$ cat config.mk
export PLATFORM = sky130hd
export DESIGN_NAME = fastq_record_parser_flat
export DESIGN_NICKNAME = d
export VERILOG_FILES = /design/src/hdl/fqp_pkg.sv /design/src/hdl/fqp_ifs.sv /design/src/hdl/fastq_record_parser.sv /design/src/hdl/fqp_apb_regs.sv /design/src/hdl/fqp_step.sv /design/src/flat_wrapper.sv
export SDC_FILE = /design/constraint.sdc
export NUM_CORES = 1
export LEC_CHECK = 0
export CORE_UTILIZATION = 56
export DETAILED_ROUTE_END_ITERATION = 6
export DONT_BUFFER_PORTS = 1
export GPL_ROUTABILITY_DRIVEN = 0
export PLACE_DENSITY = 0.71
export SYNTH_ARGS = -nofsm -noshare
export SYNTH_HDL_FRONTEND = slang
export SYNTH_SLANG_ARGS = --single-unit
export TNS_END_PERCENT = 50
$ cat constraint.sdc
create_clock -name clk -period 6.4 [get_ports clk]
set_clock_uncertainty 0.1 [all_clocks]
set_input_delay 0 -clock clk [delete_from_list [all_inputs] [get_ports clk]]
set_output_delay 0 -clock clk [all_outputs]
set_load 0.01 [all_outputs]
$ cat src/hdl/fqp_pkg.sv
// Shared types, character constants and helpers for the FASTQ record parser.
package fqp_pkg;

    // Characters of interest
    localparam logic [7:0] CH_AT    = 8'h40;  // '@'
    localparam logic [7:0] CH_PLUS  = 8'h2B;  // '+'
    localparam logic [7:0] CH_MINUS = 8'h2D;  // '-'
    localparam logic [7:0] CH_LF    = 8'h0A;  // '\n'
    localparam logic [7:0] CH_TAB   = 8'h09;  // '\t'
    localparam logic [7:0] CH_CR    = 8'h0D;  // '\r'
    localparam logic [7:0] CH_SPACE = 8'h20;  // ' '
    localparam logic [7:0] CH_A     = 8'h41;
    localparam logic [7:0] CH_C     = 8'h43;
    localparam logic [7:0] CH_G     = 8'h47;
    localparam logic [7:0] CH_T     = 8'h54;
    localparam logic [7:0] CH_N     = 8'h4E;
    localparam logic [7:0] LOWER_BIT = 8'h20;

    localparam int unsigned CNT_W = 16;
    localparam logic [CNT_W-1:0] CNT_MAX = '1;
    localparam logic [CNT_W-1:0] MAX_LENGTH_RESET = 16'hFFFF;

    // Register map (word addresses)
    localparam int unsigned PADDR_W = 3;
    localparam logic REG_MAX_LENGTH = 1'b0;

    // Result kinds
    typedef enum logic [2:0] {
        KIND_NAME    = 3'd0,
        KIND_BASE    = 3'd1,
        KIND_QUAL    = 3'd2,
        KIND_REC_END = 3'd3,
        KIND_ERROR   = 3'd4
    } kind_t;

    // Error codes
    typedef enum logic [2:0] {
        ERR_NONE      = 3'd0,
        ERR_NO_HEADER = 3'd1,
        ERR_SEQ_LONG  = 3'd2,
        ERR_QUAL_LONG = 3'd3,
        ERR_MISMATCH  = 3'd4
    } err_t;

    // Parser phase, one-hot
    typedef enum logic [9:0] {
        PH_HEADER     = 10'b00_0000_0001,
        PH_NAME       = 10'b00_0000_0010,
        PH_NAME_SKIP  = 10'b00_0000_0100,
        PH_SEQ_START  = 10'b00_0000_1000,
        PH_SEQ_BODY   = 10'b00_0001_0000,
        PH_SEQ_SKIP   = 10'b00_0010_0000,
        PH_PLUS_LINE  = 10'b00_0100_0000,
        PH_QUAL_START = 10'b00_1000_0000,
        PH_QUAL_BODY  = 10'b01_0000_0000,
        PH_QUAL_SKIP  = 10'b10_0000_0000
    } phase_t;

    // One result word
    typedef struct packed {
        kind_t            kind;
        logic [7:0]       ch;
        logic [CNT_W-1:0] index;
        logic             base_valid;
        logic [CNT_W-1:0] record_length;
        logic             record_good;
        err_t             error_code;
    } result_t;

    function automatic logic is_space(input logic [7:0] c);
        return (c == CH_LF) || (c == CH_SPACE) || (c == CH_TAB) || (c == CH_CR);
    endfunction

    // Case-insensitive ACGTN check: fold lower case onto upper case
    function automatic logic is_base(input logic [7:0] c);
        logic [7:0] u;
        u = c & ~LOWER_BIT;
        return ((c == u) || (c == (u | LOWER_BIT))) &&
               ((u == CH_A) || (u == CH_C) || (u == CH_G) || (u == CH_T) ||
                (u == CH_N));
    endfunction

endpackage

$ cat src/hdl/fqp_ifs.sv
// Stream interfaces for the FASTQ record parser: text bytes in, results out.
interface fqp_in_if;
    logic       valid;
    logic       ready;
    logic [7:0] in_byte;
    logic       end_of_input;

    modport source (output valid, output in_byte, output end_of_input, input ready);
    modport sink   (input valid, input in_byte, input end_of_input, output ready);
endinterface

interface fqp_out_if;
    logic        valid;
    logic        ready;
    logic [2:0]  out_kind;
    logic [7:0]  out_char;
    logic [15:0] char_index;
    logic        base_valid;
    logic [15:0] record_length;
    logic        record_good;
    logic [2:0]  error_code;

    modport source (output valid, output out_kind, output out_char, output char_index,
                    output base_valid, output record_length, output record_good,
                    output error_code, input ready);
    modport sink   (input valid, input out_kind, input out_char, input char_index,
                    input base_valid, input record_length, input record_good,
                    input error_code, output ready);
endinterface

$ cat src/hdl/fastq_record_parser.sv
// Top level of the FASTQ record parser: input stage, parser step, result register.
//
// Usage:
//   in_ch carries one text byte per word (in_byte), or an end-of-file marker
//   (end_of_input = 1, in_byte ignored). out_ch carries at most one result
//   word per input word: name character, base, quality character, record end
//   or error. Both channels use valid/ready; a word moves when both are high.
//   max_length is written over the APB port at byte address 0 (word 0).
// Path: an accepted input word is held in the input register, and its result
//   word is then registered in the result register and presented on out_ch.
// Throughput: one byte per cycle while out_ch keeps taking results; the
//   parser step is a single pass of logic on the phase and the three counters.
// Reset: the parser waits for a header '@', counters are cleared, max_length
//   returns to 65535. After an error word the parser drops every further
//   byte without a result until reset.
// Stall: while out_ch is held, the result register and input register keep
//   their words; in_ch ready drops only when both are occupied.
module fastq_record_parser (
    input  logic                         clk,
    input  logic                         rst_n,
    fqp_in_if.sink                       in_ch,
    fqp_out_if.source                    out_ch,
    input  logic                         psel,
    input  logic                         penable,
    input  logic                         pwrite,
    input  logic [fqp_pkg::PADDR_W-1:0]  paddr,
    input  logic [31:0]                  pwdata,
    output logic [31:0]                  prdata,
    output logic                         pready
);
    import fqp_pkg::*;

    logic             s1_valid_reg, s1_valid_next;
    logic [7:0]       s1_byte_reg;
    logic             s1_eoi_reg;
    logic             out_valid_reg, out_valid_next;
    result_t          out_reg;
    logic             fire;
    logic             res_valid;
    result_t          result;
    logic             halted;
    logic [CNT_W-1:0] max_length;

    // Configuration registers
    fqp_apb_regs u_regs (
        .clk        (clk),
        .rst_n      (rst_n),
        .psel       (psel),
        .penable    (penable),
        .pwrite     (pwrite),
        .paddr      (paddr),
        .pwdata     (pwdata),
        .prdata     (prdata),
        .pready     (pready),
        .max_length (max_length)
    );

    // Input stage handshake: held word moves on when the result slot frees
    assign fire          = s1_valid_reg && (!out_valid_reg || out_ch.ready);
    assign in_ch.ready   = !s1_valid_reg || fire;
    assign s1_valid_next = in_ch.valid || (s1_valid_reg && !fire);

    always_ff @(posedge clk or negedge rst_n)
    begin
        if (!rst_n)
        begin
            s1_valid_reg <= 1'b0;
        end
        else
        begin
            s1_valid_reg <= s1_valid_next;
        end
    end

    always_ff @(posedge clk)
    begin
        if (in_ch.valid && in_ch.ready)
        begin
            s1_byte_reg <= in_ch.in_byte;
            s1_eoi_reg  <= in_ch.end_of_input;
        end
    end

    // Parser step
    fqp_step u_step (
        .clk          (clk),
        .rst_n        (rst_n),
        .fire         (fire),
        .in_byte      (s1_byte_reg),
        .end_of_input (s1_eoi_reg),
        .max_length   (max_length),
        .res_valid    (res_valid),
        .result       (result),
        .halted       (halted)
    );

    // Result register
    always_comb
    begin
        out_valid_next = out_valid_reg && !out_ch.ready;
        if (fire)
        begin
            out_valid_next = res_valid;
        end
    end

    always_ff @(posedge clk or negedge rst_n)
    begin
        if (!rst_n)
        begin
            out_valid_reg <= 1'b0;
        end
        else
        begin
            out_valid_reg <= out_valid_next;
        end
    end

    always_ff @(posedge clk)
    begin
        if (fire && res_valid)
        begin
            out_reg <= result;
        end
    end

    assign out_ch.valid         = out_valid_reg;
    assign out_ch.out_kind      = out_reg.kind;
    assign out_ch.out_char      = out_reg.ch;
    assign out_ch.char_index    = out_reg.index;
    assign out_ch.base_valid    = out_reg.base_valid;
    assign out_ch.record_length = out_reg.record_length;
    assign out_ch.record_good   = out_reg.record_good;
    assign out_ch.error_code    = out_reg.error_code;

    // Once halted, the parser stays halted until reset
    assert property (@(posedge clk) disable iff (!rst_n) halted |=> halted)
        else $error("parser left the halted state without reset");

    // Entering halt always comes with an error word in the result register
    assert property (@(posedge clk) disable iff (!rst_n)
        $rose(halted) |-> (out_valid_reg && (out_reg.kind == KIND_ERROR)))
        else $error("halt without an error result");

    // A halted parser produces no new result words
    assert property (@(posedge clk) disable iff (!rst_n)
        (halted && !out_valid_reg) |=> !out_valid_reg)
        else $error("result produced while halted");

    // With the result slot empty, input is never refused
    assert property (@(posedge clk) disable iff (!rst_n) !out_valid_reg |-> in_ch.ready)
        else $error("input stalled with an empty result register");
endmodule

$ cat src/hdl/fqp_apb_regs.sv
// APB configuration register block holding max_length.
module fqp_apb_regs (
    input  logic                         clk,
    input  logic                         rst_n,
    input  logic                         psel,
    input  logic                         penable,
    input  logic                         pwrite,
    input  logic [fqp_pkg::PADDR_W-1:0]  paddr,
    input  logic [31:0]                  pwdata,
    output logic [31:0]                  prdata,
    output logic                         pready,
    output logic [fqp_pkg::CNT_W-1:0]    max_length
);
    import fqp_pkg::*;

    logic [CNT_W-1:0] max_length_reg;
    logic             wr_en;

    // Write strobe in the access phase; byte lanes are ignored
    assign pready = 1'b1;
    assign wr_en  = psel && penable && pwrite && pready && (paddr[2] == REG_MAX_LENGTH);

    always_ff @(posedge clk or negedge rst_n)
    begin
        if (!rst_n)
        begin
            max_length_reg <= MAX_LENGTH_RESET;
        end
        else if (wr_en)
        begin
            max_length_reg <= pwdata[CNT_W-1:0];
        end
    end

    // Read mux
    always_comb
    begin
        prdata = '0;
        if (paddr[2] == REG_MAX_LENGTH)
        begin
            prdata = {{(32-CNT_W){1'b0}}, max_length_reg};
        end
    end

    assign max_length = max_length_reg;
endmodule

$ cat src/hdl/fqp_step.sv
// Parser state and the single-pass next-state / result logic for one byte.
module fqp_step (
    input  logic                       clk,
    input  logic                       rst_n,
    input  logic                       fire,
    input  logic [7:0]                 in_byte,
    input  logic                       end_of_input,
    input  logic [fqp_pkg::CNT_W-1:0]  max_length,
    output logic                       res_valid,
    output fqp_pkg::result_t           result,
    output logic                       halted
);
    import fqp_pkg::*;

    phase_t           phase_reg,   phase_next;
    logic [CNT_W-1:0] base_reg,    base_next;
    logic [CNT_W-1:0] qual_reg,    qual_next;
    logic [CNT_W-1:0] name_reg,    name_next;
    logic             good_reg,    good_next;
    logic             halted_reg,  halted_next;

    logic             take_seq;
    logic             take_qual;
    logic             c_space;
    logic             c_lf;
    logic             c_base;
    logic             base_over;
    logic             qual_over;
    logic             counts_eq;

    assign c_space   = is_space(in_byte);
    assign c_lf      = (in_byte == CH_LF);
    assign c_base    = is_base(in_byte);
    assign counts_eq = (base_reg == qual_reg);
    // New count reaching the limit is an error
    assign base_over = (({1'b0, base_reg} + 17'd1) >= {1'b0, max_length});
    assign qual_over = (({1'b0, qual_reg} + 17'd1) >= {1'b0, max_length});

    always_comb
    begin
        phase_next  = phase_reg;
        base_next   = base_reg;
        qual_next   = qual_reg;
        name_next   = name_reg;
        good_next   = good_reg;
        halted_next = halted_reg;
        res_valid   = 1'b0;
        result      = '0;
        take_seq    = 1'b0;
        take_qual   = 1'b0;

        if (fire && !halted_reg)
        begin
            if (end_of_input)
            begin
                // End of file: close the record or report a mismatch
                if (phase_reg == PH_HEADER)
                begin
                    res_valid          = 1'b1;
                    result.kind        = KIND_REC_END;
                    result.record_good = 1'b1;
                    base_next = '0;
                    qual_next = '0;
                    name_next = '0;
                    good_next = 1'b1;
                end
                else if (!counts_eq)
                begin
                    res_valid         = 1'b1;
                    result.kind       = KIND_ERROR;
                    result.error_code = ERR_MISMATCH;
                    halted_next       = 1'b1;
                end
                else
                begin
                    res_valid            = 1'b1;
                    result.kind          = KIND_REC_END;
                    result.record_length = base_reg;
                    result.record_good   = good_reg;
                    phase_next = PH_HEADER;
                    base_next  = '0;
                    qual_next  = '0;
                    name_next  = '0;
                    good_next  = 1'b1;
                end
            end
            else
            begin
                unique case (phase_reg)
                    PH_HEADER:
                    begin
                        if (in_byte != CH_AT)
                        begin
                            res_valid         = 1'b1;
                            result.kind       = KIND_ERROR;
                            result.error_code = ERR_NO_HEADER;
                            halted_next       = 1'b1;
                        end
                        else
                        begin
                            base_next  = '0;
                            qual_next  = '0;
                            name_next  = '0;
                            good_next  = 1'b1;
                            phase_next = PH_NAME;
                        end
                    end
                    PH_NAME:
                    begin
                        if (c_space)
                        begin
                            phase_next = c_lf ? PH_SEQ_START : PH_NAME_SKIP;
                        end
                        else
                        begin
                            res_valid    = 1'b1;
                            result.kind  = KIND_NAME;
                            result.ch    = in_byte;
                            result.index = name_reg;
                            if (name_reg != CNT_MAX)
                            begin
                                name_next = name_reg + 1'b1;
                            end
                        end
                    end
                    PH_NAME_SKIP:
                    begin
                        if (c_lf)
                        begin
                            phase_next = PH_SEQ_START;
                        end
                    end
                    PH_SEQ_START:
                    begin
                        if ((in_byte == CH_PLUS) || (in_byte == CH_MINUS))
                        begin
                            phase_next = PH_PLUS_LINE;
                        end
                        else
                        begin
                            take_seq = 1'b1;
                        end
                    end
                    PH_SEQ_BODY:
                    begin
                        take_seq = 1'b1;
                    end
                    PH_SEQ_SKIP:
                    begin
                        if (c_lf)
                        begin
                            phase_next = PH_SEQ_START;
                        end
                    end
                    PH_PLUS_LINE:
                    begin
                        if (c_lf)
                        begin
                            phase_next = PH_QUAL_START;
                        end
                    end
                    PH_QUAL_START:
                    begin
                        if ((in_byte == CH_AT) && counts_eq)
                        begin
                            // Next header: close this record
                            res_valid            = 1'b1;
                            result.kind          = KIND_REC_END;
                            result.record_length = base_reg;
                            result.record_good   = good_reg;
                            phase_next = PH_NAME;
                            base_next  = '0;
                            qual_next  = '0;
                            name_next  = '0;
                            good_next  = 1'b1;
                        end
                        else
                        begin
                            take_qual = 1'b1;
                        end
                    end
                    PH_QUAL_BODY:
                    begin
                        take_qual = 1'b1;
                    end
                    PH_QUAL_SKIP:
                    begin
                        if (c_lf)
                        begin
                            phase_next = PH_QUAL_START;
                        end
                    end
                    default:
                    begin
                        phase_next = PH_HEADER;
                    end
                endcase

                // Sequence character
                if (take_seq)
                begin
                    if (c_space)
                    begin
                        phase_next = c_lf ? PH_SEQ_START : PH_SEQ_SKIP;
                    end
                    else if (base_over)
                    begin
                        res_valid         = 1'b1;
                        result.kind       = KIND_ERROR;
                        result.error_code = ERR_SEQ_LONG;
                        halted_next       = 1'b1;
                    end
                    else
                    begin
                        res_valid         = 1'b1;
                        result.kind       = KIND_BASE;
                        result.ch         = in_byte;
                        result.index      = base_reg;
                        result.base_valid = c_base;
                        base_next  = base_reg + 1'b1;
                        good_next  = good_reg && c_base;
                        phase_next = PH_SEQ_BODY;
                    end
                end

                // Quality character
                if (take_qual)
                begin
                    if (c_space)
                    begin
                        phase_next = c_lf ? PH_QUAL_START : PH_QUAL_SKIP;
                    end
                    else if (qual_over)
                    begin
                        res_valid         = 1'b1;
                        result.kind       = KIND_ERROR;
                        result.error_code = ERR_QUAL_LONG;
                        halted_next       = 1'b1;
                    end
                    else
                    begin
                        res_valid    = 1'b1;
                        result.kind  = KIND_QUAL;
                        result.ch    = in_byte;
                        result.index = qual_reg;
                        qual_next  = qual_reg + 1'b1;
                        phase_next = PH_QUAL_BODY;
                    end
                end
            end
        end
    end

    // State registers
    always_ff @(posedge clk or negedge rst_n)
    begin
        if (!rst_n)
        begin
            phase_reg  <= PH_HEADER;
            base_reg   <= '0;
            qual_reg   <= '0;
            name_reg   <= '0;
            good_reg   <= 1'b1;
            halted_reg <= 1'b0;
        end
        else
        begin
            phase_reg  <= phase_next;
            base_reg   <= base_next;
            qual_reg   <= qual_next;
            name_reg   <= name_next;
            good_reg   <= good_next;
            halted_reg <= halted_next;
        end
    end

    assign halted = halted_reg;
endmodule

$ cat src/flat_wrapper.sv
// flat-port wrapper written by rule: the top's interface ports become plain ports
module fastq_record_parser_flat import fqp_pkg::*;
  (clk, rst_n, psel, penable, pwrite, paddr, pwdata, prdata, pready, in_ch_valid, in_ch_in_byte, in_ch_end_of_input, in_ch_ready, out_ch_valid, out_ch_out_kind, out_ch_out_char, out_ch_char_index, out_ch_base_valid, out_ch_record_length, out_ch_record_good, out_ch_error_code, out_ch_ready);
  fqp_in_if in_ch_i ();
  fqp_out_if out_ch_i ();
  input  logic clk;
  input  logic rst_n;
  input  logic psel;
  input  logic penable;
  input  logic pwrite;
  input  logic [fqp_pkg::PADDR_W-1:0] paddr;
  input  logic [31:0] pwdata;
  output logic [31:0] prdata;
  output logic pready;
  input wire logic [$bits(in_ch_i.valid)-1:0] in_ch_valid;
  input wire logic [$bits(in_ch_i.in_byte)-1:0] in_ch_in_byte;
  input wire logic [$bits(in_ch_i.end_of_input)-1:0] in_ch_end_of_input;
  output wire logic [$bits(in_ch_i.ready)-1:0] in_ch_ready;
  output wire logic [$bits(out_ch_i.valid)-1:0] out_ch_valid;
  output wire logic [$bits(out_ch_i.out_kind)-1:0] out_ch_out_kind;
  output wire logic [$bits(out_ch_i.out_char)-1:0] out_ch_out_char;
  output wire logic [$bits(out_ch_i.char_index)-1:0] out_ch_char_index;
  output wire logic [$bits(out_ch_i.base_valid)-1:0] out_ch_base_valid;
  output wire logic [$bits(out_ch_i.record_length)-1:0] out_ch_record_length;
  output wire logic [$bits(out_ch_i.record_good)-1:0] out_ch_record_good;
  output wire logic [$bits(out_ch_i.error_code)-1:0] out_ch_error_code;
  input wire logic [$bits(out_ch_i.ready)-1:0] out_ch_ready;
  assign in_ch_i.valid = in_ch_valid;
  assign in_ch_i.in_byte = in_ch_in_byte;
  assign in_ch_i.end_of_input = in_ch_end_of_input;
  assign in_ch_ready = in_ch_i.ready;
  assign out_ch_valid = out_ch_i.valid;
  assign out_ch_out_kind = out_ch_i.out_kind;
  assign out_ch_out_char = out_ch_i.out_char;
  assign out_ch_char_index = out_ch_i.char_index;
  assign out_ch_base_valid = out_ch_i.base_valid;
  assign out_ch_record_length = out_ch_i.record_length;
  assign out_ch_record_good = out_ch_i.record_good;
  assign out_ch_error_code = out_ch_i.error_code;
  assign out_ch_i.ready = out_ch_ready;
  fastq_record_parser u_core (.clk(clk), .rst_n(rst_n), .in_ch(in_ch_i), .out_ch(out_ch_i), .psel(psel), .penable(penable), .pwrite(pwrite), .paddr(paddr), .pwdata(pwdata), .prdata(prdata), .pready(pready));
endmodule
Word level (Yosys, flattened, before mapping) --
Cells that the tools add are included.
Word-level totals: register bits after elaboration 135, output and inout bits 83, memory bits (writable) 0, latch bits 0, bits of input ports 51, word-level logic and storage cells 213, memories 0, ROM bits 0
Operators by class: equal/unequal tests 33, add/sub/neg operators 5, magnitude comparators 2, multiply operators 0, divide/modulo/power cells 0, bitwise operators 3, shift operators 0, muxes and demuxes 115, reduce and logical (&&, ||, !) cells 37
Operators by type and width (number):
- 16-bit two-way mux | 21
- 10-bit two-way mux | 16
- 27-bit two-way mux | 4
- 24-bit two-way mux | 3
- 10-bit case mux with 7 select lines | 1
- 16-bit case mux with 2 select lines | 2
- 28-bit two-way mux | 2
- 17-bit two-way mux | 3
- 16-bit by 1-bit adder with 16-bit output (second input constant) | 3
- 16-bit case mux with 3 select lines | 1
- 3-bit two-way mux | 15
- 1-bit two-way mux | 37
- 7-bit by 6-bit equality test with 1-bit output (second input constant) | 5
- 16-bit by 1-bit adder with 17-bit output (second input constant) | 2
- 17-bit by 16-bit greater-or-equal comparator with 1-bit output | 2
- 25-bit two-way mux | 1
- 8-bit by 4-bit equality test with 1-bit output (second input constant) | 3
- 8-bit by 6-bit equality test with 1-bit output (second input constant) | 3
- 20-bit two-way mux | 1
- 16-bit equality test | 1
- 16-bit inequality test (second input constant) | 1
- 3-bit by 2-bit inequality test with 1-bit output (second input constant) | 4
- 1-bit logical AND | 11
- 1-bit logical OR | 11
- 28 further kinds | 42

Depth between registers and ports, before layout --
depth in word-level cells 15, gate-level depth with buffers 15, mapped depth without buffers 13

Hierarchy --
Synthesis repeated with hierarchy kept, for this count alone.
Second synthesis, totals: cells, all modules 835, area, all modules 8400.6 sq um
Modules (own cells, without submodules):
- fqp_step | area an instance 5657.9 sq um, cells each 698, seq. area each 1503.9 sq um, instances 1
- fastq_record_parser | area an instance 1823.0 sq um, cells each 67, seq. area each 1761.7 sq um, instances 1
- fqp_apb_regs | area an instance 919.6 sq um, cells each 70, seq. area each 420.4 sq um, instances 1

Worst setup path before layout --
No wires, ideal clock.
path kind reg-to-reg, start register u_core.s1_byte_reg[3], end register u_core.out_reg (netlist bit u_core.out_ch.base_valid), enable pin, setup slack 1486 ps, cell stages (with the launch flop) 6, path buffers 0, library setup time 469 ps, required time 5831 ps, clock period less this slack 4914 ps, data arrival time 4345 ps, cell sequence edfxtp_1 -> or4b_1 -> nor4b_4 -> a31oi_1 -> and3_1 -> a21oi_1
Between the ends: longest elaborated chain between the ends 13, elaborated cells between the ends (all ways) 32, classes of those cells eq/ne (8); mux (18); reduce/logical (6)
RTL lines:
- start, declared | line fastq_record_parser.sv:34 | logic [7:0] s1_byte_reg;
- start signal, assigned | line fastq_record_parser.sv:79 | s1_byte_reg <= in_ch.in_byte;
- 8-bit by 4-bit equality test with 1-bit output / 8-bit by 6-bit equality test with 1-bit output (equally long branches) | line fqp_pkg.sv:71 | return (c == CH_LF) || (c == CH_SPACE) || (c == CH_TAB) || (c == CH_CR);
- 1-bit logical OR (3 in series) | line fqp_pkg.sv:71
- 1-bit two-way mux | line fqp_step.sv:110 | if (c_space)
- 1-bit case mux with 3 select lines | line fqp_step.sv:89 | unique case (phase_reg)
- 1-bit two-way mux | line fqp_step.sv:202 | if (c_space)
- 1-bit two-way mux | line fqp_step.sv:200 | if (take_seq)
- 1-bit two-way mux | line fqp_step.sv:229 | if (c_space)
- 1-bit two-way mux * | line fqp_step.sv:227 | if (take_qual)
- 1-bit two-way mux * | line fqp_step.sv:54 | if (end_of_input)
- 1-bit two-way mux * | line fqp_step.sv:52 | if (fire && !halted_reg)
- 1-bit logical AND * | line fastq_record_parser.sv:121 | if (fire && res_valid)
- end signal, assigned | line fastq_record_parser.sv:123 | out_reg <= result;
- end, declared | line fastq_record_parser.sv:37 | result_t out_reg;
Every way passes the cells marked *; elsewhere a longest branch is shown, timed or not. The select of a mux whose other input is x is not followed. A chain may end at the register's enable or synchronous reset.

Final worst setup path --
start register u_core.u_step.base_reg[1], end register u_core.out_reg (netlist bit u_core.out_ch.out_char[4]) (data pin)
Between the ends: longest elaborated chain between the ends 8, elaborated cells between the ends (all ways) 14, classes of those cells add/sub (1); order compare (1); eq/ne (1); mux (10); reduce/logical (1)
RTL lines:
- start, declared | line fqp_step.sv:16 | logic [CNT_W-1:0] base_reg, base_next;
- start signal, assigned | line fqp_step.sv:269 | base_reg <= base_next;
- 16-bit by 1-bit adder with 17-bit output | line fqp_step.sv:36 | assign base_over = (({1'b0, base_reg} + 17'd1) >= {1'b0, max_length});
- 17-bit by 16-bit greater-or-equal comparator with 1-bit output | line fqp_step.sv:36
- 25-bit two-way mux | line fqp_step.sv:206 | else if (base_over)
- 28-bit two-way mux | line fqp_step.sv:202
- 28-bit two-way mux | line fqp_step.sv:200
- 24-bit two-way mux | line fqp_step.sv:233 | else if (qual_over)
- 27-bit two-way mux | line fqp_step.sv:229
- 27-bit two-way mux * | line fqp_step.sv:227
Marked as above.

==> impl_metrics.json <==
{
  "io-pin-count": 134,
  "post-route-drc-count": 0,
  "endpoint_kind": "register",
  "seq_power_share_pct": 38.7,
  "max-vdd-ir-drop_uv": 206,
  "number_of_buffers_added_by_the_clock_tree_synthesis_step": 17,
  "routed-via-count": 7764,
  "synth-warning-count": 0,
  "cpPeakStageDelay_ns": 0.60,
  "clkLatencyLatePin_ns": 0.43,
  "critical_path.top_delay_family": "simple AND/OR/NAND/NOR gates",
  "crit_buf_inv": 1,
  "cts.repair.resized": 0,
  "dr.first_iter.drc_count": 954,
  "grt.overflow.total": 0,
  "pin_count_of_the_biggest_net_entering_global_routing": 79,
  "grt_pass1_wl_mm": 38.6,
  "slew_headroom_pct": 7.50,
  "finalMaxSlewViolations": 0,
  "worstPathMaxFanout": 18,
  "place.detailed.instances": 1050,
  "cts_hold_buffers": 31,
  "crit_required_ns": 6.44,
  "post-cts-setup-buffers": 0,
  "timing.rr.end": "u_core.out_ch.out_char[4]$_SDFFCE_PP0P_",
  "power_density_nw_per_um2": 327,
  "die_w_um": 127,
  "wl_mm": 24.7,
  "critPathArrivalTime_ns": 4.90,
  "antenna_found_initial": 0,
  "number_of_buffers_between_clock_root_and_the_deepest_sink": 2,
  "worstMarginPinSlew_ns": 1.38,
  "p_comb_share_pct": 30.2,
  "clockPowerShare_pct": 31.1,
  "via_count_of_the_first_global_routing_pass": 7207,
  "cts_root_buffer": "sky130_fd_sc_hd__clkbuf_16",
  "buffer_ports.inserted": 0,
  "postLayoutCoreUtil_pct": 63.4,
  "unrepaired_setup_endpoints_after_global_routing": "no",
  "worst_r2r_path_depth": 14,
  "syn_area_per_cell_um2": 9.51,
  "floorplan.initialDensity_pct": 57.4,
  "finalNetCount": 998,
  "min_period_ns": 4.86,
  "worst_r2r_startpoint": "u_core.u_step.base_reg[1]$_DFFE_PN0P_",
  "crit_path_top_delay_cell": "sky130_fd_sc_hd__a221oi_2",
  "worst-r2r-setup-slack_ns": 1.54,
  "count_of_flip_flops_with_a_built_in_enable_after_synthesis": 57,
  "die_h_um": 127,
  "power.switching_uw": 1200,
  "timing.critical_path.mode_cell": "sky130_fd_sc_hd__ha_1",
  "detailedRoute.firstPassIterationCount": 6,
  "ys.flop_type": "sky130_fd_sc_hd__dfrtp_1",
  "post_drt_wl_per_cell_um": 22.2,
  "ys_types": 79,
  "core_area_um2": 15200,
  "fin_total_pwr_uw": 3150,
  "die_area_um2": 16100,
  "areaGrowthSynthToFinish_pct": 10.6,
  "detailedPlacementHpwl_mm": 16.9,
  "synth.ff_latch_count": 135,
  "yosysSeqAreaShare_pct": 42.3,
  "period_utilization_post_route_pct": 76.0,
  "power.leakage_uw": 0.00371,
  "max_cap_viol_count": 0,
  "synthesis.instances": 917,
  "layout_commonest_cell": "sky130_fd_sc_hd__nor2_1",
  "timing.critical_path.cells": "ha_1 > and3_1 > nand3_1 > or3_1 > and2_1 > or2_2 > ha_1 > nand4_1 > nor2_1 > a211oi_1 > o211a_1 > buf_4 > a221oi_2 > nor3b_1",
  "route.detailed.vias_per_inst": 6.98,
  "synthArstFlopShare_pct": 57.8,
  "grt_util_all_layers_pct": 31.2,
  "floorplan_row_count": 45,
  "net_switching_share_of_the_total_power_pct": 38.0,
  "ctsHtreeMaxLevel": 4,
  "finish.cell_count_without_fillers": 1113,
  "sinks_on_the_clock_net": 135,
  "p_int_uw": 1950,
  "setup.worst_path.start_class": "register",
  "post_synthesis_instance_area_um2": 8720,
  "hp-class": "in2async",
  "achievable-frequency_mhz": 206,
  "n_antenna_cell": 0,
  "setup_total_negative_slack_ns": 0,
  "run_status": "finished clean",
  "hold_viol": 0,
  "setup-violations-final": 0,
  "drive_gt1_share_pct": 12.0,
  "clock_tree_from_tritoncts": "yes",
  "timing_worst_setup_path_type": "reg2reg",
  "layout.cells.most_common_list": "sky130_fd_sc_hd__nor2_1 (63), sky130_fd_sc_hd__dfrtp_1 (60), sky130_fd_sc_hd__edfxtp_1 (57)",
  "ant_nets": 0,
  "cts.reportedPaths.clkPinSlew_ns": 0.06
}
[synthesized netlist by cell type, drive strengths merged (5+ instances only)]
| master | n | area (um2) |
|---|---|---|
| mux2 | 16 | 180 |
| nand4 | 32 | 200 |
| nand4b | 6 | 52.6 |
| buf | 29 | 193 |
| nand3 | 40 | 205 |
| nor3 | 31 | 176 |
| or2 | 8 | 50.1 |
| dfstp | 18 | 473 |
| edfxtp | 57 | 1710 |
| o31ai | 10 | 75.1 |
| o2111ai | 5 | 43.8 |
| nand2 | 52 | 195 |
| a311oi | 7 | 61.3 |
| a31oi | 10 | 62.6 |
| nand3b | 13 | 97.6 |
| a211oi | 6 | 45.0 |
| a32oi | 25 | 219 |
| dfrtp | 60 | 1500 |
| nor2 | 63 | 236 |
| xor2 | 25 | 219 |
| and2 | 17 | 106 |
| nor2b | 11 | 68.8 |
| inv | 44 | 165 |
| o211ai | 6 | 45.0 |
| ha | 35 | 438 |
| a21oi | 47 | 243 |
| o21ai | 46 | 230 |
| xnor2 | 16 | 140 |
| nor4 | 25 | 178 |
| clkbuf | 50 | 189 |
| o22ai | 17 | 175 |
| and3 | 12 | 75.1 |
| a21o | 5 | 37.5 |
| nor3b | 11 | 82.6 |
| or3 | 6 | 37.5 |
[cell type report]
class	count	area, um2
Timing Repair Buffer	40	395
Clock inverter	11	124
Clock buffer	21	470
Sequential cell	135	3690
Fill cell	1223	5560
Tap cell	188	235
Inverter	44	165
Multi-Input combinational cell	674	4570
[power groups by stage]
stage / sequential (uW) / combinational, uW / clock, uW
after floorplan: 1160 / 708 / 0
after global placement: 1220 / 855 / 0
after detailed placement: 1230 / 893 / 0
after CTS: 1210 / 926 / 984
after global routing: 1230 / 1030 / 1020
final: 1220 / 952 / 978
[per-layer routing]
metal	share of wire, %	GRT usage [%]
met1	40	41.0
met2	46	48.8
met3	11	7.55
met4	3.7	14.2
met5	0	0
[worst reg2reg max path, cell delays in order, from the launching register on]
cell and delay [ns]:
sky130_fd_sc_hd__dfrtp_1 0.52, sky130_fd_sc_hd__ha_1 0.28, sky130_fd_sc_hd__and3_1 0.26, sky130_fd_sc_hd__nand3_1 0.21, sky130_fd_sc_hd__or3_1 0.45, sky130_fd_sc_hd__and2_1 0.22, sky130_fd_sc_hd__or2_2 0.32, sky130_fd_sc_hd__ha_1 0.30
sky130_fd_sc_hd__nand4_1 0.10, sky130_fd_sc_hd__nor2_1 0.12, sky130_fd_sc_hd__a211oi_1 0.11, sky130_fd_sc_hd__o211a_1 0.49, sky130_fd_sc_hd__buf_4 0.33, sky130_fd_sc_hd__a221oi_2 0.61, sky130_fd_sc_hd__nor3b_1 0.16
[worst max path at each step]
stage                                                from                                       to  slack [ns]  cells after the start
finish              u_core.u_step.base_reg[1]$_DFFE_PN0P_  u_core.out_ch.out_char[4]$_SDFFCE_PP0P_        1.54                     14
CTS                 u_core.u_step.base_reg[1]$_DFFE_PN0P_  u_core.out_ch.out_char[4]$_SDFFCE_PP0P_        1.71                     14
global placement    u_core.u_step.qual_reg[0]$_DFFE_PN0P_    u_core.u_step.qual_reg[0]$_DFFE_PN0P_        1.94                     11
global route        u_core.u_step.qual_reg[0]$_DFFE_PN0P_    u_core.u_step.qual_reg[8]$_DFFE_PN0P_        1.37                     11
floorplan                 u_core.s1_byte_reg[3]$_DFFE_PP_   u_core.out_ch.base_valid$_SDFFCE_PP0P_        1.49                      5
detailed placement  u_core.u_step.base_reg[1]$_DFFE_PN0P_  u_core.out_ch.out_char[6]$_SDFFCE_PP0P_        1.76                     14
[cell families (layout without fill, tap and decap cells)]
group                      Yosys count  in the layout  share of synthesized area (%)
DFF                                135            135                           42.3
AOI/OAI and AO/OA                  218            218                           17.8
xor gates and xnor gates            41             41                           4.12
buffers and inverters              123            116                           6.27
adders and majority gates           35             35                           5.02
muxes                               17             17                           2.18
and+or+nand+nor                    346            346                           22.2
other                                2             17                         0.0861
[stage by stage]
stage	hold WS (ns)	instance area (um2)	setup WS (ns)
floorplan	-0.396	8780	1.49
global placement	-0.394	8720	1.94
detailed placement	-0.393	8720	1.76
CTS	0.0480	9640	1.71
global route	0.0550	9640	1.37
finish	0.0180	9640	1.54
(Power assumes the default switching activity.)
